--- src/hdl/ialu_pkg.sv ---
package ialu_pkg;

   // operation codes
   localparam logic [3:0] OP_NOP     = 4'd0;
   localparam logic [3:0] OP_ADD     = 4'd1;
   localparam logic [3:0] OP_PASSB   = 4'd2;
   localparam logic [3:0] OP_SUB     = 4'd3;
   localparam logic [3:0] OP_AND     = 4'd4;
   localparam logic [3:0] OP_OR      = 4'd5;
   localparam logic [3:0] OP_XOR     = 4'd6;
   localparam logic [3:0] OP_ANDN    = 4'd7;
   localparam logic [3:0] OP_XNOR    = 4'd8;
   localparam logic [3:0] OP_ORN     = 4'd9;
   localparam logic [3:0] OP_SLL     = 4'd10;
   localparam logic [3:0] OP_SRL     = 4'd11;
   localparam logic [3:0] OP_SRA     = 4'd12;
   localparam logic [3:0] OP_SETHI   = 4'd13;
   localparam logic [3:0] OP_MULSTEP = 4'd14;

   localparam int XLEN      = 32;
   localparam int SHW       = 5;
   localparam int IMM_W     = 22;
   localparam int SETHI_POS = 10;

   // which unit produces the result in the second stage
   typedef enum logic [1:0] {
      SEL_LOGIC = 2'd0,
      SEL_ADDER = 2'd1,
      SEL_SHIFT = 2'd2
   } sel_type;

   // how V and C are formed
   typedef enum logic [1:0] {
      RULE_NONE = 2'd0,
      RULE_ADD  = 2'd1,
      RULE_SUB  = 2'd2
   } rule_type;

   typedef enum logic [1:0] {
      SHIFT_LL = 2'd0,
      SHIFT_RL = 2'd1,
      SHIFT_RA = 2'd2
   } shift_type;

   typedef struct packed {
      logic              thread_active;
      logic [3:0]        operation;
      logic [XLEN-1:0]   operand_a;
      logic [XLEN-1:0]   operand_b;
      logic              use_carry;
      logic              signed_multiply;
      logic [IMM_W-1:0]  immediate_22;
      logic              write_flags;
      logic              carry_in;
      logic              negative_in;
      logic              overflow_in;
      logic [XLEN-1:0]   y_in;
   } req_type;

   typedef struct packed {
      logic              executed;
      logic [XLEN-1:0]   result;
      logic [3:0]        flags;
      logic              flags_valid;
      logic [XLEN-1:0]   y_out;
   } rsp_type;

   // decoded item after the first stage
   typedef struct packed {
      logic              active;
      logic              wf;
      rule_type          rule;
      sel_type           sel;
      shift_type         shift_op;
      logic [SHW-1:0]    sh;
      logic [XLEN-1:0]   x;
      logic [XLEN-1:0]   y;
      logic              cin;
      logic              fa31;
      logic              fb31;
      logic [XLEN-1:0]   logic_res;
      logic [XLEN-1:0]   yo;
   } s1_type;

   // computed item after the second stage
   typedef struct packed {
      logic              active;
      logic              wf;
      rule_type          rule;
      logic              fa31;
      logic              fb31;
      logic [XLEN-1:0]   result;
      logic [XLEN-1:0]   yo;
   } s2_type;

endpackage

--- src/hdl/ialu_decode.sv ---
module ialu_decode
   import ialu_pkg::*;
(
   input  req_type req,
   output s1_type  dec
);

   logic [XLEN-1:0] a;
   logic [XLEN-1:0] b;
   logic [XLEN-1:0] sa;
   logic [XLEN-1:0] addend;

   assign a      = req.operand_a;
   assign b      = req.operand_b;
   // multiply step: shifted a with N^V on top, addend gated by Y[0]
   assign sa     = {req.negative_in ^ req.overflow_in, a[XLEN-1:1]};
   assign addend = req.y_in[0] ? b : '0;

   // operand setup, logic ops and result routing
   always_comb begin
      dec           = '0;
      dec.active    = req.thread_active;
      dec.wf        = req.write_flags;
      dec.rule      = RULE_NONE;
      dec.sel       = SEL_LOGIC;
      dec.shift_op  = SHIFT_LL;
      dec.sh        = b[SHW-1:0];
      dec.x         = a;
      dec.y         = b;
      dec.cin       = 1'b0;
      dec.fa31      = a[XLEN-1];
      dec.fb31      = b[XLEN-1];
      dec.logic_res = '0;
      dec.yo        = req.y_in;
      unique case (req.operation)
         OP_ADD: begin
            dec.sel  = SEL_ADDER;
            dec.rule = RULE_ADD;
            dec.cin  = req.use_carry & req.carry_in;
         end
         OP_SUB: begin
            // a - b - c as a + ~b + (1 - c)
            dec.sel  = SEL_ADDER;
            dec.rule = RULE_SUB;
            dec.y    = ~b;
            dec.cin  = req.use_carry ? ~req.carry_in : 1'b1;
         end
         OP_PASSB: dec.logic_res = b;
         OP_AND:   dec.logic_res = a & b;
         OP_OR:    dec.logic_res = a | b;
         OP_XOR:   dec.logic_res = a ^ b;
         OP_ANDN:  dec.logic_res = a & ~b;
         OP_XNOR:  dec.logic_res = ~(a ^ b);
         OP_ORN:   dec.logic_res = a | ~b;
         OP_SLL: begin
            dec.sel      = SEL_SHIFT;
            dec.shift_op = SHIFT_LL;
         end
         OP_SRL: begin
            dec.sel      = SEL_SHIFT;
            dec.shift_op = SHIFT_RL;
         end
         OP_SRA: begin
            dec.sel      = SEL_SHIFT;
            dec.shift_op = SHIFT_RA;
         end
         OP_SETHI: dec.logic_res = {req.immediate_22, {SETHI_POS{1'b0}}};
         OP_MULSTEP: begin
            dec.rule = RULE_ADD;
            if (req.signed_multiply) begin
               dec.sel  = SEL_ADDER;
               dec.x    = sa;
               dec.y    = addend;
               dec.fa31 = sa[XLEN-1];
               dec.fb31 = addend[XLEN-1];
               // an inactive thread keeps its Y
               dec.yo   = req.thread_active ? {a[0], req.y_in[XLEN-1:1]} : req.y_in;
            end
         end
         default: dec.logic_res = '0;
      endcase
   end

endmodule

--- src/hdl/ialu_flags.sv ---
module ialu_flags
   import ialu_pkg::*;
(
   input  s2_type  s2,
   output rsp_type rsp
);

   logic r31;
   logic zero;
   logic v;
   logic c;

   assign r31  = s2.result[XLEN-1];
   assign zero = (s2.result == '0);

   // V and C from the operand and result sign bits
   always_comb begin
      v = 1'b0;
      c = 1'b0;
      unique case (s2.rule)
         RULE_ADD: begin
            v = (s2.fa31 == s2.fb31) && (s2.fa31 != r31);
            c = (s2.fa31 && s2.fb31) || (!r31 && (s2.fa31 || s2.fb31));
         end
         RULE_SUB: begin
            v = (s2.fa31 != s2.fb31) && (s2.fa31 != r31);
            c = (!s2.fa31 && s2.fb31) || ((!s2.fa31 || s2.fb31) && r31);
         end
         default: begin
            v = 1'b0;
            c = 1'b0;
         end
      endcase
   end

   // inactive thread passes only Y through
   always_comb begin
      rsp       = '0;
      rsp.y_out = s2.yo;
      if (s2.active) begin
         rsp.executed    = 1'b1;
         rsp.result      = s2.result;
         rsp.flags_valid = s2.wf;
         rsp.flags       = s2.wf ? {r31, zero, v, c} : 4'd0;
      end
   end

endmodule

--- src/hdl/integer_alu_with_condition_flags_unit.sv ---
// An accepted item moves through the decode and add/shift registers into the output register.
// Throughput: one item per cycle unless rsp_stall holds it; each stage holds one item.
// Each stage advances when its successor is empty or moving, so bubbles collapse under stall.
// Reset (synchronous, active high) clears the stage valid bits; payload is not reset.
module integer_alu_with_condition_flags_unit
   import ialu_pkg::*;
(
   input  logic    clock,
   input  logic    reset,
   input  logic    req_valid,
   output logic    req_stall,
   input  req_type req_item,
   output logic    rsp_valid,
   input  logic    rsp_stall,
   output rsp_type rsp_item
);

   s1_type  dec_in;
   s1_type  s1_ff;
   logic    s1_valid_ff;
   s2_type  s2_in;
   s2_type  s2_ff;
   logic    s2_valid_ff;
   rsp_type rsp_in;
   rsp_type rsp_ff;
   logic    rsp_valid_ff;

   logic            ready1;
   logic            ready2;
   logic            ready3;
   logic [XLEN-1:0] sum;
   logic [XLEN-1:0] shifted;

   // per-stage ready chain from the output back
   assign ready3    = !rsp_valid_ff || !rsp_stall;
   assign ready2    = !s2_valid_ff || ready3;
   assign ready1    = !s1_valid_ff || ready2;
   assign req_stall = !ready1;

   // stage 1: decode and operand setup
   ialu_decode u_decode (
      .req (req_item),
      .dec (dec_in)
   );

   always_ff @(posedge clock) begin
      if (reset) begin
         s1_valid_ff <= 1'b0;
      end else if (ready1) begin
         s1_valid_ff <= req_valid;
      end
   end

   always_ff @(posedge clock) begin
      if (ready1 && req_valid) begin
         s1_ff <= dec_in;
      end
   end

   // stage 2: adder and barrel shifter
   assign sum = s1_ff.x + s1_ff.y + {{(XLEN-1){1'b0}}, s1_ff.cin};

   always_comb begin
      unique case (s1_ff.shift_op)
         SHIFT_RL: shifted = s1_ff.x >> s1_ff.sh;
         SHIFT_RA: shifted = $unsigned($signed(s1_ff.x) >>> s1_ff.sh);
         default:  shifted = s1_ff.x << s1_ff.sh;
      endcase
   end

   always_comb begin
      s2_in.active = s1_ff.active;
      s2_in.wf     = s1_ff.wf;
      s2_in.rule   = s1_ff.rule;
      s2_in.fa31   = s1_ff.fa31;
      s2_in.fb31   = s1_ff.fb31;
      s2_in.yo     = s1_ff.yo;
      unique case (s1_ff.sel)
         SEL_ADDER: s2_in.result = sum;
         SEL_SHIFT: s2_in.result = shifted;
         default:   s2_in.result = s1_ff.logic_res;
      endcase
   end

   always_ff @(posedge clock) begin
      if (reset) begin
         s2_valid_ff <= 1'b0;
      end else if (ready2) begin
         s2_valid_ff <= s1_valid_ff;
      end
   end

   always_ff @(posedge clock) begin
      if (ready2 && s1_valid_ff) begin
         s2_ff <= s2_in;
      end
   end

   // stage 3: flags and output register
   ialu_flags u_flags (
      .s2  (s2_ff),
      .rsp (rsp_in)
   );

   always_ff @(posedge clock) begin
      if (reset) begin
         rsp_valid_ff <= 1'b0;
      end else if (ready3) begin
         rsp_valid_ff <= s2_valid_ff;
      end
   end

   always_ff @(posedge clock) begin
      if (ready3 && s2_valid_ff) begin
         rsp_ff <= rsp_in;
      end
   end

   assign rsp_valid = rsp_valid_ff;
   assign rsp_item  = rsp_ff;

   // a blocked middle stage keeps its item
   a_s2_hold: assert property (@(posedge clock) disable iff (reset)
      s2_valid_ff && !ready3 |=> s2_valid_ff && $stable(s2_ff))
      else $error("stage 2 item lost or changed under stall");

   // a blocked first stage keeps its item
   a_s1_hold: assert property (@(posedge clock) disable iff (reset)
      s1_valid_ff && !ready2 |=> s1_valid_ff && $stable(s1_ff))
      else $error("stage 1 item lost or changed under stall");

   // a stalled input means every stage is occupied
   a_full_stall: assert property (@(posedge clock) disable iff (reset)
      req_stall |-> s1_valid_ff && s2_valid_ff && rsp_valid_ff && rsp_stall)
      else $error("input stalled with a free stage");

   // inactive thread gives no result and no flags
   a_inactive: assert property (@(posedge clock) disable iff (reset)
      rsp_valid && !rsp_item.executed |->
         rsp_item.result == '0 && rsp_item.flags == 4'd0 && !rsp_item.flags_valid)
      else $error("inactive thread produced result or flags");

endmodule
--- config.mk ---
export PLATFORM = sky130hd
export DESIGN_NAME = integer_alu_with_condition_flags_unit
export DESIGN_NICKNAME = d
export VERILOG_FILES = /design/src/hdl/ialu_pkg.sv /design/src/hdl/ialu_decode.sv /design/src/hdl/ialu_flags.sv /design/src/hdl/integer_alu_with_condition_flags_unit.sv
export SDC_FILE = /design/constraint.sdc
export NUM_CORES = 1
export LEC_CHECK = 0
export ABC_CLOCK_PERIOD_IN_PS = 18500
export BUFFER_PORTS_ARGS = -buffer_cell sky130_fd_sc_hd__buf_2
export CAP_MARGIN = 30
export CORE_ASPECT_RATIO = 2
export CORE_MARGIN = 1.5
export CORE_UTILIZATION = 60
export DETAILED_ROUTE_END_ITERATION = 16
export PLACE_DENSITY = 0.81
export SLEW_MARGIN = 10
export SYNTH_ARGS = -nofsm -noshare
export SYNTH_HDL_FRONTEND = slang
export SYNTH_HIERARCHICAL = 1
export SYNTH_SLANG_ARGS = --single-unit
--- constraint.sdc ---
create_clock -name clock -period 18.5 [get_ports clock]
set_clock_uncertainty 0.1 [all_clocks]
set_input_delay 4.625 -clock clock [delete_from_list [all_inputs] [get_ports clock]]
set_output_delay 4.625 -clock clock [all_outputs]
set_load 0.02 [all_outputs]
=== After elaboration in Yosys (flattened, before gate mapping) ===
Index checks and enable logic that the tools add are counted.

* Bits of input ports: 133
* Output and inout bits: 72
* Register bits: 287
* Word-level logic and storage cells: 116

* Equal/unequal tests: 23
* Muxes and demuxes: 22
* Bitwise operators: 10
* Shifts and indexed selects: 3
* Add/subtract/negate cells: 2
* Reduce and logical (&&, ||, !) cells: 28

{| class="wikitable"
|+ Operator list
! kind !! number
|-
| one-hot mux 32 bit (8 select lines) || 1
|-
| one-hot mux 32 bit (2 select lines) || 3
|-
| two-way mux 32 bit || 5
|-
| bitwise AND 32 bit || 2
|-
| two-way mux 64 bit || 1
|-
| NOT 32 bit || 2
|-
| bitwise OR 32 bit || 2
|-
| two-way mux 38 bit || 1
|-
| adder 32 x 1 -> 32 bit || 1
|-
| adder 32 bit || 1
|-
| logical NOT 32 bit || 1
|-
| left shift 32 x 5 -> 32 bit || 1
|-
| >> shifter 32 x 5 -> 32 bit || 1
|-
| >>> shifter 32 x 5 -> 32 bit || 1
|-
| bitwise XOR 32 bit || 1
|-
| == test 4 bit, second input constant || 7
|-
| == test 4 x 3 -> 1 bit, second input constant || 4
|-
| logical AND 1 bit || 9
|-
| == test 4 x 2 -> 1 bit, second input constant || 2
|-
| one-hot mux 2 bit (2 select lines) || 2
|-
| logical NOT 1 bit || 7
|-
| logical OR 1 bit || 7
|-
| == test 2 x 1 -> 1 bit, second input constant || 3
|-
| == test 2 bit, second input constant || 3
|-
| other kinds (14) || 20
|}

=== Depth between registers and ports, before layout ===
* Depth in word-level cells: 7
* Depth in mapped cells: 13
* Gate-level depth less buffers: 11

=== Hierarchy ===
The synthesis kept the hierarchy.

{| class="wikitable"
|+ By module, submodules not included
! module !! instances !! cells an instance !! sequential area each (um^2) !! area each (um^2)
|-
| integer_alu_with_condition_flags_unit || 1 || 1110 || 8588.2 || 14490.1
|-
| ialu_decode || 1 || 534 || 0.0 || 3722.3
|-
| ialu_flags || 1 || 100 || 0.0 || 700.7
|}

=== Least setup slack after synthesis ===
OpenSTA, ideal clock, no wires.

* Path kind: input to register
* Start point: input rsp_stall
* End point: register s1_ff[0] in the netlist's numbering, enable pin
* Data required time: 17737 ps
* Buffers on the path: 0
* Setup time: 663 ps
* Setup slack: 6354 ps
* Arrival: 11382 ps
* Stages on the path: 3
* Path through: and3_1 and2_1 nor2b_1

* Cells in the longest elaborated chain, start to end: 5

{| class="wikitable"
|+ Ends and longest elaborated chain
! element !! line !! RTL
|-
| start: declaration || integer_alu_with_condition_flags_unit.sv:14 || <nowiki>input logic rsp_stall,</nowiki>
|-
| logical NOT 1 bit || integer_alu_with_condition_flags_unit.sv:35 || <nowiki>assign ready3 = !rsp_valid_ff || !rsp_stall;</nowiki>
|-
| logical OR 1 bit || integer_alu_with_condition_flags_unit.sv:35 ||
|-
| logical OR 1 bit || integer_alu_with_condition_flags_unit.sv:36 || <nowiki>assign ready2 = !s2_valid_ff || ready3;</nowiki>
|-
| logical OR 1 bit || integer_alu_with_condition_flags_unit.sv:37 || <nowiki>assign ready1 = !s1_valid_ff || ready2;</nowiki>
|-
| logical AND 1 bit || integer_alu_with_condition_flags_unit.sv:55 || <nowiki>if (ready1 && req_valid) begin</nowiki>
|-
| end signal: assignment || integer_alu_with_condition_flags_unit.sv:56 || <nowiki>s1_ff <= dec_in;</nowiki>
|-
| end: declaration || integer_alu_with_condition_flags_unit.sv:19 || <nowiki>s1_type s1_ff;</nowiki>
|}

No other way between the ends.
A chain may end at the register's enable or synchronous reset.

=== Worst setup path in the final report ===
* Start point: input rsp_stall
* End point: output req_stall

* Cells in the longest elaborated chain, start to end: 5

{| class="wikitable"
|+ Ends and longest elaborated chain
! element !! line !! RTL
|-
| logical NOT 1 bit || integer_alu_with_condition_flags_unit.sv:35 ||
|-
| logical OR 1 bit || integer_alu_with_condition_flags_unit.sv:35 ||
|-
| logical OR 1 bit || integer_alu_with_condition_flags_unit.sv:36 ||
|-
| logical OR 1 bit || integer_alu_with_condition_flags_unit.sv:37 ||
|-
| logical NOT 1 bit || integer_alu_with_condition_flags_unit.sv:38 || <nowiki>assign req_stall = !ready1;</nowiki>
|-
| end: declaration || integer_alu_with_condition_flags_unit.sv:11 || <nowiki>output logic req_stall,</nowiki>
|}

No other way between the ends.

==> flow_summary.ini <==
[cts]
ctsResizeCount = 0
clock-sinks = 287
cts_tree = yes
post-cts-setup-buffers = 0
clk_latency_ns = 0.55
clockBufferDepth = 3
cts_buffers = 25
postCtsHoldBufs = 0
cts_root_buf = clkbuf_16
htree_levels = 1
path_clk_slew_ns = 0.07

[sta]
rsz0062_at_grt = false
setup_violations = 0
period_minus_slack_ns = 10.16
finalHoldViolCount = 0
fin_tns_setup_ns = 0
fin_crit_sh_pct = 54.9
slew_headroom_pct = 23.7
worst_pin_slew_ns = 1.14
fmax_mhz = 98.4
fin_hold_ws_ns = 0.317
drv_slew = 0

[pwr]
switching_share_pct = 31.1
p_total_mw = 1.82
power_frac_comb_pct = 25.6
pwr-share-seq_pct = 44.3
power_density_mw_per_mm2 = 88.0
p_switching_mw = 0.566
p_int_mw = 1.25
clkPwrFrac_pct = 30.1
peakVddDrop_v = 0.000106
leakagePower_nw = 7.91

[route]
wirelength_um = 58900
vias = 15100
drtAntennaViolNets = 0
dr.pass1.iters = 6
wl_per_cell_um = 26.0
drc = 0
viasPerCell = 6.66
drt-initial-drc-count = 1201

[critical_path]
crit_type = input port to primary output
start_kind = input port
crit_fanout = 3
arrival_ns = 5.44
crit_required_ns = 13.78
end_kind = primary output

[global_route]
grt_pass1_vias = 14500
grtUsageMet1_pct = 38.5
grt_max_degree = 74
grt_pass1_wl_um = 87300
antenna_found_initial = 4
grtUsageMet2_pct = 63.2
use_met3_pct = 5.22
grt-busiest-layer = met2
grt_util_all_layers_pct = 36.1
overflow = 0

[final_layout]
final_common_cell = edfxtp_1
final_cells = 2269
final_cell_mix = edfxtp_1, buf_2, nor2_1
drive_above_1_share_pct = 23.2
seqCellArea_mm2 = 0.00859
fill_cells = 2462
multiInputGateArea_mm2 = 0.00927
area_growth_pct = 9.24
finalNetCount = 2004

[status]
status = finished clean

[yosys]
synth_top_area_share_pct = 45.1
synth_cells = 1744
avgSynthCellArea_um2 = 10.8
syn_area_mm2 = 0.0189
synthArstFlopShare_pct = 0
synth.net_count = 1919
synth_ff_type = edfxtp_1
yosys.cell_types.count = 90
synth_area_leaders = edfxtp_1, mux2i_1, mux4_2, mux2_2, o21ai_0
ys_seq_area_share_pct = 45.4
ys_warn_count = 6
synth_top_area_cell = edfxtp_1
synth_edf_count = 284
ys_ff_latch = 287

[floorplanning]
initial_core_util_pct = 61.1
io-pin-count = 205
die_w_um = 129
die_h_um = 254
rows = 91
die_area_mm2 = 0.0327
coreArea_mm2 = 0.0310

[flow_run]
cap_viol_max_count = 0

[placement]
dp.cells = 2219
port_buffers = 204
place.gp.congestion = 1.06
hpwl_um = 44000

[worst_hold_path]
min_path_type = flip-flop to flip-flop
flip-flops by register name, indices dropped and copies added (netlist names):
signal       cells
s2_ff           70
s1_ff          144
rsp_valid        1
s2_valid_ff      1
rsp_item        70
s1_valid_ff      1
logic make-up after synthesis:
family,after synthesis,synth area share (%)
buffers and inverters,215,5.76
adder cells (fa/ha/maj),52,3.39
multiplexers,233,15.6
XOR/XNOR,46,2.13
AND/OR/NAND/NOR,450,11.6
AO/OA/AOI/OAI,461,16.2
flip-flops,287,45.4
synthesized netlist by cell type, drive strengths merged (4+ instances only):
cell     number
a2111oi       8
a211oi       10
a21o         29
a21oi        79
a221oi        8
a22oi        43
a2bb2oi       5
a311oi        4
a31oi        28
a32oi        12
and2         38
and3          8
buf         115
clkbuf       67
edfxtp      284
ha           40
inv          32
maj3         10
mux2         74
mux2i       117
mux4         42
nand2       102
nand2b        9
nand3        44
nand4        10
nand4b       10
nor2        153
nor2b        29
nor3         14
nor4         15
o2111ai       7
o211ai       17
o21a          8
o21ai       123
o21bai        6
o22ai        34
or2           5
or3           6
xnor2        22
xor2         24
power by group through the flow:
stage | Sequential, mW | Clock [mW] | Combinational, mW
floorplan | 0.811 | 0 | 0.310
global placement | 0.814 | 0 | 0.444
detailed placement | 0.817 | 0 | 0.450
CTS | 0.803 | 0.554 | 0.452
global route | 0.808 | 0.575 | 0.497
finish | 0.804 | 0.547 | 0.466
metrics by stage:
step                setup slack [ns]  util, %  cell area, um^2
floorplan                       6.35        -            18900
global placement                8.36     63.8            19800
detailed placement              8.33     63.9            19800
CTS                             8.33     66.7            20600
global route                    8.28     66.7            20700
finish                          8.34     66.7            20700
routing by layer:
metal,up-vias,wire (um)
li1,6798,-
met1,7287,19800
met2,804,29700
met3,227,3870
met4,0,5560
met5,-,0
worst max-delay path, stage by stage:
cell,delay (ns)
buf_2,0.12
and3_1,0.26
and2_1,0.24
buf_2,0.19
worst paths after layout:
kind                                           start                   to  slack, ns  cells after the start
worst max-delay path                       rsp_stall            req_stall       8.34                      4
worst min-delay path            s1_ff[142]$_DFFE_PP_  s2_ff[68]$_DFFE_PP_       0.32                      0
worst max register to register  s1_ff[131]$_DFFE_PP_  s2_ff[49]$_DFFE_PP_      13.85                      9
worst min register to register  s1_ff[142]$_DFFE_PP_  s2_ff[68]$_DFFE_PP_       0.32                      0
final cells by class:
type                    instances  share of cell area, %
diodes                          3                 0.0363
clock buffers                  26                   3.05
clock inverters                20                   1.10
inverters                      33                  0.600
multi-input cells            1242                   44.9
flip-flops and latches        287                   41.6
well taps                     418                   2.53
repair buffers                240                   6.25
Power figures use the tool's default switching activity.
